--- src/i2cm_pkg.sv ---
// i2cm_pkg: command codes, queue entry type and phase decode functions
// for the i2c master byte sequencer; no dependencies
`timescale 1ns / 1ps
`default_nettype none

package i2cm_pkg;

    localparam logic [2:0] OP_START  = 3'd0;
    localparam logic [2:0] OP_RSTART = 3'd1;
    localparam logic [2:0] OP_WRITE  = 3'd2;
    localparam logic [2:0] OP_READ   = 3'd3;
    localparam logic [2:0] OP_STOP   = 3'd4;

    localparam int IDX_W = 6;

    typedef enum logic [2:0] {
        CMD_START,
        CMD_RSTART,
        CMD_WRITE,
        CMD_READ,
        CMD_STOP
    } cmd_kind_t;

    typedef enum logic [1:0] {
        ACT_SDA,
        ACT_SCL,
        ACT_DIR
    } act_kind_t;

    typedef struct packed {
        act_kind_t kind;
        logic      value;
        logic      sample;
    } act_t;

    typedef struct packed {
        cmd_kind_t        kind;
        logic [7:0]       data_byte;
        logic             nak_last;
        logic [7:0]       line_samples;
        logic [IDX_W-1:0] last_idx;
    } cmd_t;

    // index of the final phase of each command's run
    function automatic logic [IDX_W-1:0] phase_last(cmd_kind_t kind);
        logic [IDX_W-1:0] n;
        case (kind)
            CMD_START:  n = IDX_W'(31);
            CMD_RSTART: n = IDX_W'(33);
            CMD_WRITE:  n = IDX_W'(29);
            CMD_READ:   n = IDX_W'(22);
            CMD_STOP:   n = IDX_W'(2);
            default:    n = '0;
        endcase
        return n;
    endfunction

    // eight data bits (sda, scl high, scl low) then the acknowledge slot
    function automatic act_t octet_action(logic [IDX_W-1:0] j, logic [7:0] byte_v);
        act_t a;
        a = '{kind: ACT_SDA, value: 1'b0, sample: 1'b0};
        if (j < IDX_W'(24))
        begin
            for (int b = 0; b < 8; b++)
            begin
                if (j == IDX_W'(3 * b))
                    a = '{kind: ACT_SDA, value: byte_v[3'(7 - b)], sample: 1'b0};
                else if (j == IDX_W'(3 * b + 1))
                    a = '{kind: ACT_SCL, value: 1'b1, sample: 1'b0};
                else if (j == IDX_W'(3 * b + 2))
                    a = '{kind: ACT_SCL, value: 1'b0, sample: 1'b0};
            end
        end
        else
        begin
            case (j)
                IDX_W'(24): a = '{kind: ACT_DIR, value: 1'b0, sample: 1'b0};
                IDX_W'(25): a = '{kind: ACT_SDA, value: 1'b1, sample: 1'b0};
                IDX_W'(26): a = '{kind: ACT_SCL, value: 1'b1, sample: 1'b1};
                IDX_W'(27): a = '{kind: ACT_SCL, value: 1'b0, sample: 1'b0};
                IDX_W'(28): a = '{kind: ACT_DIR, value: 1'b1, sample: 1'b0};
                default:    a = '{kind: ACT_SDA, value: 1'b0, sample: 1'b0};
            endcase
        end
        return a;
    endfunction

    function automatic act_t phase_action(cmd_kind_t kind, logic [IDX_W-1:0] idx,
                                          logic [7:0] byte_v, logic nak);
        act_t a;
        a = '{kind: ACT_SDA, value: 1'b0, sample: 1'b0};
        case (kind)
            CMD_START:
            begin
                if (idx == IDX_W'(0))
                    a = '{kind: ACT_SDA, value: 1'b0, sample: 1'b0};
                else if (idx == IDX_W'(1))
                    a = '{kind: ACT_SCL, value: 1'b0, sample: 1'b0};
                else
                    a = octet_action(idx - IDX_W'(2), byte_v);
            end
            CMD_RSTART:
            begin
                if (idx == IDX_W'(0))
                    a = '{kind: ACT_SDA, value: 1'b1, sample: 1'b0};
                else if (idx == IDX_W'(1))
                    a = '{kind: ACT_SCL, value: 1'b1, sample: 1'b0};
                else if (idx == IDX_W'(2))
                    a = '{kind: ACT_SDA, value: 1'b0, sample: 1'b0};
                else if (idx == IDX_W'(3))
                    a = '{kind: ACT_SCL, value: 1'b0, sample: 1'b0};
                else
                    a = octet_action(idx - IDX_W'(4), byte_v);
            end
            CMD_WRITE:
                a = octet_action(idx, byte_v);
            CMD_READ:
            begin
                if (idx == IDX_W'(0))
                    a = '{kind: ACT_SDA, value: 1'b1, sample: 1'b0};
                else if (idx == IDX_W'(1))
                    a = '{kind: ACT_DIR, value: 1'b0, sample: 1'b0};
                else if (idx < IDX_W'(18))
                    // even phases sample with scl high, odd phases pull scl low
                    a = '{kind: ACT_SCL, value: ~idx[0], sample: ~idx[0]};
                else if (idx == IDX_W'(18))
                    a = '{kind: ACT_DIR, value: 1'b1, sample: 1'b0};
                else if (idx == IDX_W'(19))
                    a = '{kind: ACT_SDA, value: nak, sample: 1'b0};
                else if (idx == IDX_W'(20))
                    a = '{kind: ACT_SCL, value: 1'b1, sample: 1'b0};
                else if (idx == IDX_W'(21))
                    a = '{kind: ACT_SCL, value: 1'b0, sample: 1'b0};
                else
                    a = '{kind: ACT_SDA, value: 1'b0, sample: 1'b0};
            end
            CMD_STOP:
            begin
                if (idx == IDX_W'(0))
                    a = '{kind: ACT_SDA, value: 1'b0, sample: 1'b0};
                else if (idx == IDX_W'(1))
                    a = '{kind: ACT_SCL, value: 1'b1, sample: 1'b0};
                else
                    a = '{kind: ACT_SDA, value: 1'b1, sample: 1'b0};
            end
            default:
                a = '{kind: ACT_SDA, value: 1'b0, sample: 1'b0};
        endcase
        return a;
    endfunction

endpackage

`default_nettype wire

--- src/i2cm_front.sv ---
// i2cm_front: accepts bus commands, decodes the opcode and queues them
// depends on i2cm_pkg
`timescale 1ns / 1ps
`default_nettype none

module i2cm_front #(
    parameter int QUEUE_DEPTH = 2
) (
    input  wire logic         clk,
    input  wire logic         rst_n,
    input  wire logic         in_valid,
    output logic              in_ready,
    input  wire logic [2:0]   opcode,
    input  wire logic [7:0]   data_byte,
    input  wire logic         nak_last,
    input  wire logic [7:0]   line_samples,
    output logic              q_valid,
    output i2cm_pkg::cmd_t    q_head,
    input  wire logic         q_pop
);
    import i2cm_pkg::*;

    localparam int PTR_W = (QUEUE_DEPTH > 1) ? $clog2(QUEUE_DEPTH) : 1;
    localparam int CNT_W = $clog2(QUEUE_DEPTH + 1);

    cmd_t             queue_mem [QUEUE_DEPTH];
    logic [PTR_W-1:0] wr_ptr_reg, wr_ptr_next;
    logic [PTR_W-1:0] rd_ptr_reg, rd_ptr_next;
    logic [CNT_W-1:0] count_reg, count_next;
    logic             op_ok;
    cmd_kind_t        kind;
    cmd_t             entry;
    logic             push;

    always_comb
    begin
        op_ok = 1'b1;
        case (opcode)
            OP_START:  kind = CMD_START;
            OP_RSTART: kind = CMD_RSTART;
            OP_WRITE:  kind = CMD_WRITE;
            OP_READ:   kind = CMD_READ;
            OP_STOP:   kind = CMD_STOP;
            default:
            begin
                kind  = CMD_STOP;
                op_ok = 1'b0;
            end
        endcase
        entry.kind         = kind;
        entry.data_byte    = data_byte;
        entry.nak_last     = nak_last;
        entry.line_samples = line_samples;
        entry.last_idx     = phase_last(kind);
    end

    assign in_ready = (count_reg != CNT_W'(QUEUE_DEPTH));
    // unused opcodes are taken and dropped, they make no phases
    assign push     = in_valid && in_ready && op_ok;
    assign q_valid  = (count_reg != '0);
    assign q_head   = queue_mem[rd_ptr_reg];

    always_comb
    begin
        wr_ptr_next = wr_ptr_reg;
        rd_ptr_next = rd_ptr_reg;
        if (push)
            wr_ptr_next = (wr_ptr_reg == PTR_W'(QUEUE_DEPTH - 1)) ? '0 : wr_ptr_reg + 1'b1;
        if (q_pop)
            rd_ptr_next = (rd_ptr_reg == PTR_W'(QUEUE_DEPTH - 1)) ? '0 : rd_ptr_reg + 1'b1;
        count_next = count_reg + CNT_W'(push) - CNT_W'(q_pop);
    end

    always_ff @(posedge clk or negedge rst_n)
    begin
        if (!rst_n)
        begin
            wr_ptr_reg <= '0;
            rd_ptr_reg <= '0;
            count_reg  <= '0;
        end
        else
        begin
            wr_ptr_reg <= wr_ptr_next;
            rd_ptr_reg <= rd_ptr_next;
            count_reg  <= count_next;
        end
    end

    always_ff @(posedge clk)
    begin
        if (push)
            queue_mem[wr_ptr_reg] <= entry;
    end

endmodule

`default_nettype wire

--- src/i2cm_phase_gen.sv ---
// i2cm_phase_gen: walks each queued command through its pin phases and
// holds the bus pin state; depends on i2cm_pkg
`timescale 1ns / 1ps
`default_nettype none

module i2cm_phase_gen (
    input  wire logic         clk,
    input  wire logic         rst_n,
    input  wire logic         q_valid,
    input  wire i2cm_pkg::cmd_t q_head,
    output logic              q_pop,
    output logic              out_valid,
    input  wire logic         out_ready,
    output logic              scl_level,
    output logic              sda_level,
    output logic              sda_drive,
    output logic              sample_point,
    output logic              last_phase,
    output logic [7:0]        read_byte,
    output logic              acked
);
    import i2cm_pkg::*;

    cmd_t             cmd_reg, cmd_next;
    logic             cmd_valid_reg, cmd_valid_next;
    logic [IDX_W-1:0] idx_reg, idx_next;
    logic             scl_reg, scl_next;
    logic             sda_reg, sda_next;
    logic             drv_reg, drv_next;
    logic             out_valid_reg, out_valid_next;
    logic             smp_reg, last_reg, ack_reg;
    logic [7:0]       rd_reg;
    act_t             act;
    logic             is_last;
    logic             advance;

    assign act     = phase_action(cmd_reg.kind, idx_reg, cmd_reg.data_byte,
                                  cmd_reg.nak_last);
    assign is_last = (idx_reg == cmd_reg.last_idx);
    assign advance = cmd_valid_reg && (!out_valid_reg || out_ready);
    // the next command loads while the last phase of this one goes out
    assign q_pop   = q_valid && (!cmd_valid_reg || (advance && is_last));

    always_comb
    begin
        scl_next = scl_reg;
        sda_next = sda_reg;
        drv_next = drv_reg;
        if (advance)
        begin
            case (act.kind)
                ACT_SDA: sda_next = act.value;
                ACT_SCL: scl_next = act.value;
                ACT_DIR: drv_next = act.value;
                default: sda_next = sda_reg;
            endcase
        end
    end

    always_comb
    begin
        cmd_next       = cmd_reg;
        cmd_valid_next = cmd_valid_reg;
        idx_next       = idx_reg;
        if (advance)
            idx_next = is_last ? '0 : idx_reg + 1'b1;
        if (advance && is_last)
            cmd_valid_next = 1'b0;
        if (q_pop)
        begin
            cmd_next       = q_head;
            cmd_valid_next = 1'b1;
        end
        if (advance)
            out_valid_next = 1'b1;
        else if (out_ready)
            out_valid_next = 1'b0;
        else
            out_valid_next = out_valid_reg;
    end

    always_ff @(posedge clk or negedge rst_n)
    begin
        if (!rst_n)
        begin
            cmd_valid_reg <= 1'b0;
            idx_reg       <= '0;
            scl_reg       <= 1'b1;
            sda_reg       <= 1'b1;
            drv_reg       <= 1'b1;
            out_valid_reg <= 1'b0;
        end
        else
        begin
            cmd_valid_reg <= cmd_valid_next;
            idx_reg       <= idx_next;
            scl_reg       <= scl_next;
            sda_reg       <= sda_next;
            drv_reg       <= drv_next;
            out_valid_reg <= out_valid_next;
        end
    end

    always_ff @(posedge clk)
    begin
        cmd_reg <= cmd_next;
        if (advance)
        begin
            smp_reg  <= act.sample;
            last_reg <= is_last;
            ack_reg  <= is_last && (cmd_reg.kind != CMD_READ) && (cmd_reg.kind != CMD_STOP)
                        && !cmd_reg.line_samples[7];
            rd_reg   <= (is_last && (cmd_reg.kind == CMD_READ)) ? cmd_reg.line_samples : 8'h00;
        end
    end

    assign out_valid    = out_valid_reg;
    assign scl_level    = scl_reg;
    assign sda_level    = sda_reg;
    assign sda_drive    = drv_reg;
    assign sample_point = smp_reg;
    assign last_phase   = last_reg;
    assign read_byte    = rd_reg;
    assign acked        = ack_reg;

endmodule

`default_nettype wire

--- src/i2c_master_byte_sequencer.sv ---
// i2c master byte sequencer: a command takes 3 to 34 phases, one per unstalled cycle
// an accepted command passes the queue entry, command register and output registers
// the phase generator emits one phase per unstalled cycle; a queued command follows
// with no gap; the two-entry queue takes new commands while a run is in progress
// reset: pins idle with scl high, sda high and driven; queue and output empty
// depends on i2cm_pkg, i2cm_front, i2cm_phase_gen
`timescale 1ns / 1ps
`default_nettype none

module i2c_master_byte_sequencer #(
    parameter int QUEUE_DEPTH = 2
) (
    input  wire logic       clk,
    input  wire logic       rst_n,
    input  wire logic       in_valid,
    output logic            in_ready,
    input  wire logic [2:0] opcode,
    input  wire logic [7:0] data_byte,
    input  wire logic       nak_last,
    input  wire logic [7:0] line_samples,
    output logic            out_valid,
    input  wire logic       out_ready,
    output logic            scl_level,
    output logic            sda_level,
    output logic            sda_drive,
    output logic            sample_point,
    output logic            last_phase,
    output logic [7:0]      read_byte,
    output logic            acked
);
    import i2cm_pkg::*;

    logic q_valid;
    logic q_pop;
    cmd_t q_head;

    i2cm_front #(
        .QUEUE_DEPTH (QUEUE_DEPTH)
    ) u_front (
        .clk          (clk),
        .rst_n        (rst_n),
        .in_valid     (in_valid),
        .in_ready     (in_ready),
        .opcode       (opcode),
        .data_byte    (data_byte),
        .nak_last     (nak_last),
        .line_samples (line_samples),
        .q_valid      (q_valid),
        .q_head       (q_head),
        .q_pop        (q_pop)
    );

    i2cm_phase_gen u_phase (
        .clk          (clk),
        .rst_n        (rst_n),
        .q_valid      (q_valid),
        .q_head       (q_head),
        .q_pop        (q_pop),
        .out_valid    (out_valid),
        .out_ready    (out_ready),
        .scl_level    (scl_level),
        .sda_level    (sda_level),
        .sda_drive    (sda_drive),
        .sample_point (sample_point),
        .last_phase   (last_phase),
        .read_byte    (read_byte),
        .acked        (acked)
    );

endmodule

`default_nettype wire

--- config.mk ---
export PLATFORM = sky130hd
export DESIGN_NAME = i2c_master_byte_sequencer
export DESIGN_NICKNAME = d
export VERILOG_FILES = /design/src/i2cm_pkg.sv /design/src/i2cm_front.sv /design/src/i2cm_phase_gen.sv /design/src/i2c_master_byte_sequencer.sv
export SDC_FILE = /design/constraint.sdc
export NUM_CORES = 1
export LEC_CHECK = 0
export BUFFER_PORTS_ARGS = -buffer_cell sky130_fd_sc_hd__buf_2
export CAP_MARGIN = 15
export CORE_AREA = 2 2 100 102
export CTS_BUF_LIST = sky130_fd_sc_hd__clkbuf_4
export CTS_CLUSTER_SIZE = 28
export DETAILED_ROUTE_END_ITERATION = 16
export DIE_AREA = 0 0 102 104
export HOLD_SLACK_MARGIN = 0.05
export MAX_ROUTING_LAYER = met4
export PLACE_DENSITY = 0.83
export SYNTH_ARGS = -nofsm -noshare
export SYNTH_HDL_FRONTEND = slang
export SYNTH_SLANG_ARGS = --single-unit
--- constraint.sdc ---
create_clock -name clk -period 3.5 [get_ports clk]
set_input_delay 0.175 -clock clk [delete_from_list [all_inputs] [get_ports clk]]
set_output_delay 0.175 -clock clk [all_outputs]
set_load 0.05 [all_outputs]
==> reports/metrics.yaml <==
global_routing:
  grt_max_degree: 23
  grt_pass1_vias: 3938
  grt_util_all_layers_pct: 24.7
  grt-ovfl-total: 0
  antenna_found_initial: 0
  grt_pass1_wl_um: 19700
die:
  start_util_pct: 53.7
  dieArea_um2: 10600
  fp.dieH_um: 104
  ioPinCount: 40
  die_w_um: 102
  row_count: 36
  core_um2: 9550
synth:
  post_synth.cell_area_avg_um2: 10.9
  syn-num-nets: 511
  ys_top_cells_by_count: "74 x edfxtp_1, 39 x nand2_1, 28 x nor2_1, 27 x o21ai_0, 26 x a21oi_1"
  netlist.area_leader.share_pct: 43.4
  synthAdderAreaFrac_pct: 3.66
  synth-simple-area-share_pct: 17.1
  netlist_area_um2: 5120
  synth_xor_xnor_area_share_pct: 2.74
  synthCells: 472
  synth.area.top_cells: "edfxtp_1 43%, dfrtp_1 5.9%, mux2_2 4.6%"
  async_flop_share_pct: 16.9
  synthMuxAreaShare_pct: 5.86
  synth_top_cell_by_area: "edfxtp_1"
  ys_types: 77
  synth_most_common_cell: "edfxtp_1"
  synth-edff-count: 74
  synthFlopType: "edfxtp_1"
  synth_compound_area_share_pct: 15.6
  yosysWarningCount: 0
  ys_ff_latch: 89
  synth_top_family_by_area: "simple AND/OR/NAND/NOR gates"
  ys_seq_area_share_pct: 50.8
route:
  route.detailed.drc: 0
  viasPerCell: 6.05
  drtAntennaViolNets: 0
  firstDrtPassIters: 5
  vias: 3987
  drtIter0Drc: 325
  post_drt_wl_per_cell_um: 18.4
  wirelength_um: 12100
critical_path:
  cp_slowest_cell: "dfrtp_1"
  path_cells: "ha_1 -> or2_2 -> o22ai_1 -> a311oi_1 -> a211oi_1 -> o311ai_1 -> o2111ai_1 -> a21oi_1 -> mux2_1"
  cp_max_fo: 16
  cp.required_ps: 3870
  setup.worst_path.end_class: "register"
  reg2reg_slack_ps: 250
  crit_type: "register to register"
  regToRegEndpoint: "u_phase.scl_level"
  crit_cells: 9
  worstPathArrival_ps: 3620
  slowest_delay_ps: 640
  cp_top_family: "compound AO/OA/AOI/OAI gates"
  path_buf_inv: 0
  r2r_cells: 9
  worst_setup_path_start_kind: "register"
  rr_startpoint: "u_phase.idx_reg[0]"
cells_and_area:
  multi_input_comb_area_um2: 2300
  fin_nets: 560
  antenna_cells: 0
  post-route-util_pct: 60.5
  seqCellArea_um2: 2600
  largest_reg_flops: 42
  drive_gt1_share_pct: 20.9
  area_delta_synth_final_pct: 12.8
  n_fill_cell: 776
timing:
  hold_violations: 0
  setup_viol: 0
  rsz0062_at_grt: "no"
  period_needed_ps: 3250
  slew_headroom_pct: 36.9
  skew_ps: 19.7
  fmax_ghz: 0.307
  setup_tns_ps: 0
  drv_slew: 0
  tightest_slew_ps: 946
  fin_crit_sh_pct: 92.9
clock_network:
  clock_path_buffers: 2
  insertion_delay_ps: 440
  clock-sinks: 89
  post_cts_buffers: 0
  htree_levels: 3
  clk_pin_slew_worst_paths_ps: 140
  cts_made_buffers: 9
  post_cts_resized: 0
  cts-root-buf: "clkbuf_4"
  holdBufCountCts: 17
  cts_tree: "yes"
power:
  p_leak_uw: 0.00211
  pwr_density_cell_nw_per_um2: 764
  ir_drop_mv: 0.425
placed_design:
  place_congestion: 1.05
  hpwl_um: 8310
  port_buffers: 35
run:
  drv_cap: 0
min_path:
  whs_path_depth: 2
  hold_path_end: "u_front.queue_mem[0][0]"
  holdCritStartpoint: "opcode[1]"
  min_path_type: "primary input to register"
outcome:
  status: "completed"
-- cell families after synthesis --
| group | after synthesis |
|---|---|
| AO/OA/AOI/OAI | 120 |
| adder cells (fa/ha/maj) | 15 |
| multiplexers | 27 |
| AND/OR/NAND/NOR | 160 |
| buffers and inverters | 48 |
| XOR/XNOR | 13 |
| flip-flops | 89 |
-- metal layers --
| layer | part of all wire, % | GRT usage [%] | up-vias |
|---|---|---|---|
| met2 | 50 | 39.8 | 209 |
| met5 | 0 | - | - |
| li1 | - | - | 1864 |
| met3 | 8.1 | 4.37 | 35 |
| met1 | 39 | 31.2 | 1879 |
| met4 | 2.8 | 8.95 | 0 |
-- metrics by stage --
| stage | power [uW] | area [um^2] | hold WS (ps) | std cells | setup slack, ps |
|---|---|---|---|---|---|
| after floorplan | 3150 | 5120 | -121 | 472 | 489 |
| after global placement | 3640 | 5440 | 123 | 626 | 452 |
| after detailed placement | 3690 | 5440 | 131 | 626 | 415 |
| after CTS | 4370 | 5780 | 72.6 | 659 | 397 |
| after global routing | 4670 | 5780 | 85.4 | 659 | 31.7 |
| final | 4410 | 5780 | 112 | 659 | 247 |
-- placed cells by master (no fill, tap or decap), drive strengths merged, types with 6 or more instances in the layout --
cell type     n
nor2b         7
inv          19
dlygate4sd3  17
o21a          6
nand3        16
o21ai        29
and2         12
mux2         24
nand4         6
edfxtp       74
buf          52
nor2         29
nand2        39
a21oi        26
dfrtp        12
nor3         12
xnor2         9
nand2b       10
clkbuf       10
ha           15
-- cell type report --
| cell class | instances | area share (%) |
|---|---|---|
| tap | 133 | 2.88 |
| multi-input combinational | 335 | 39.9 |
| clock buffer | 10 | 1.30 |
| inverter | 17 | 1.10 |
| clock inverter | 6 | 1.69 |
| timing repair buffer | 69 | 8.18 |
| sequential | 89 | 45.0 |
-- power breakdown --
part | total [uW] | internal [uW] | switching (uW)
sequential | 1480 | 1340 | 142
clock | 661 | 309 | 351
combinational | 2270 | 856 | 1410
-- worst max-delay path by stage --
stage / start / endpoint / slack [ps]
2_1_floorplan: u_phase.idx_reg[4] / u_front.count_reg[1] / 490
5_1_grt: u_phase.idx_reg[0] / u_phase.scl_level / 30
6_report: u_phase.idx_reg[0] / u_phase.scl_level / 250
4_1_cts: u_phase.idx_reg[0] / u_phase.scl_level / 400
3_5_place_dp: u_phase.idx_reg[0] / u_phase.scl_level / 420
3_3_place_gp: u_phase.idx_reg[0] / u_phase.scl_level / 450
Note: power is estimated with default switching activity, not from simulation.
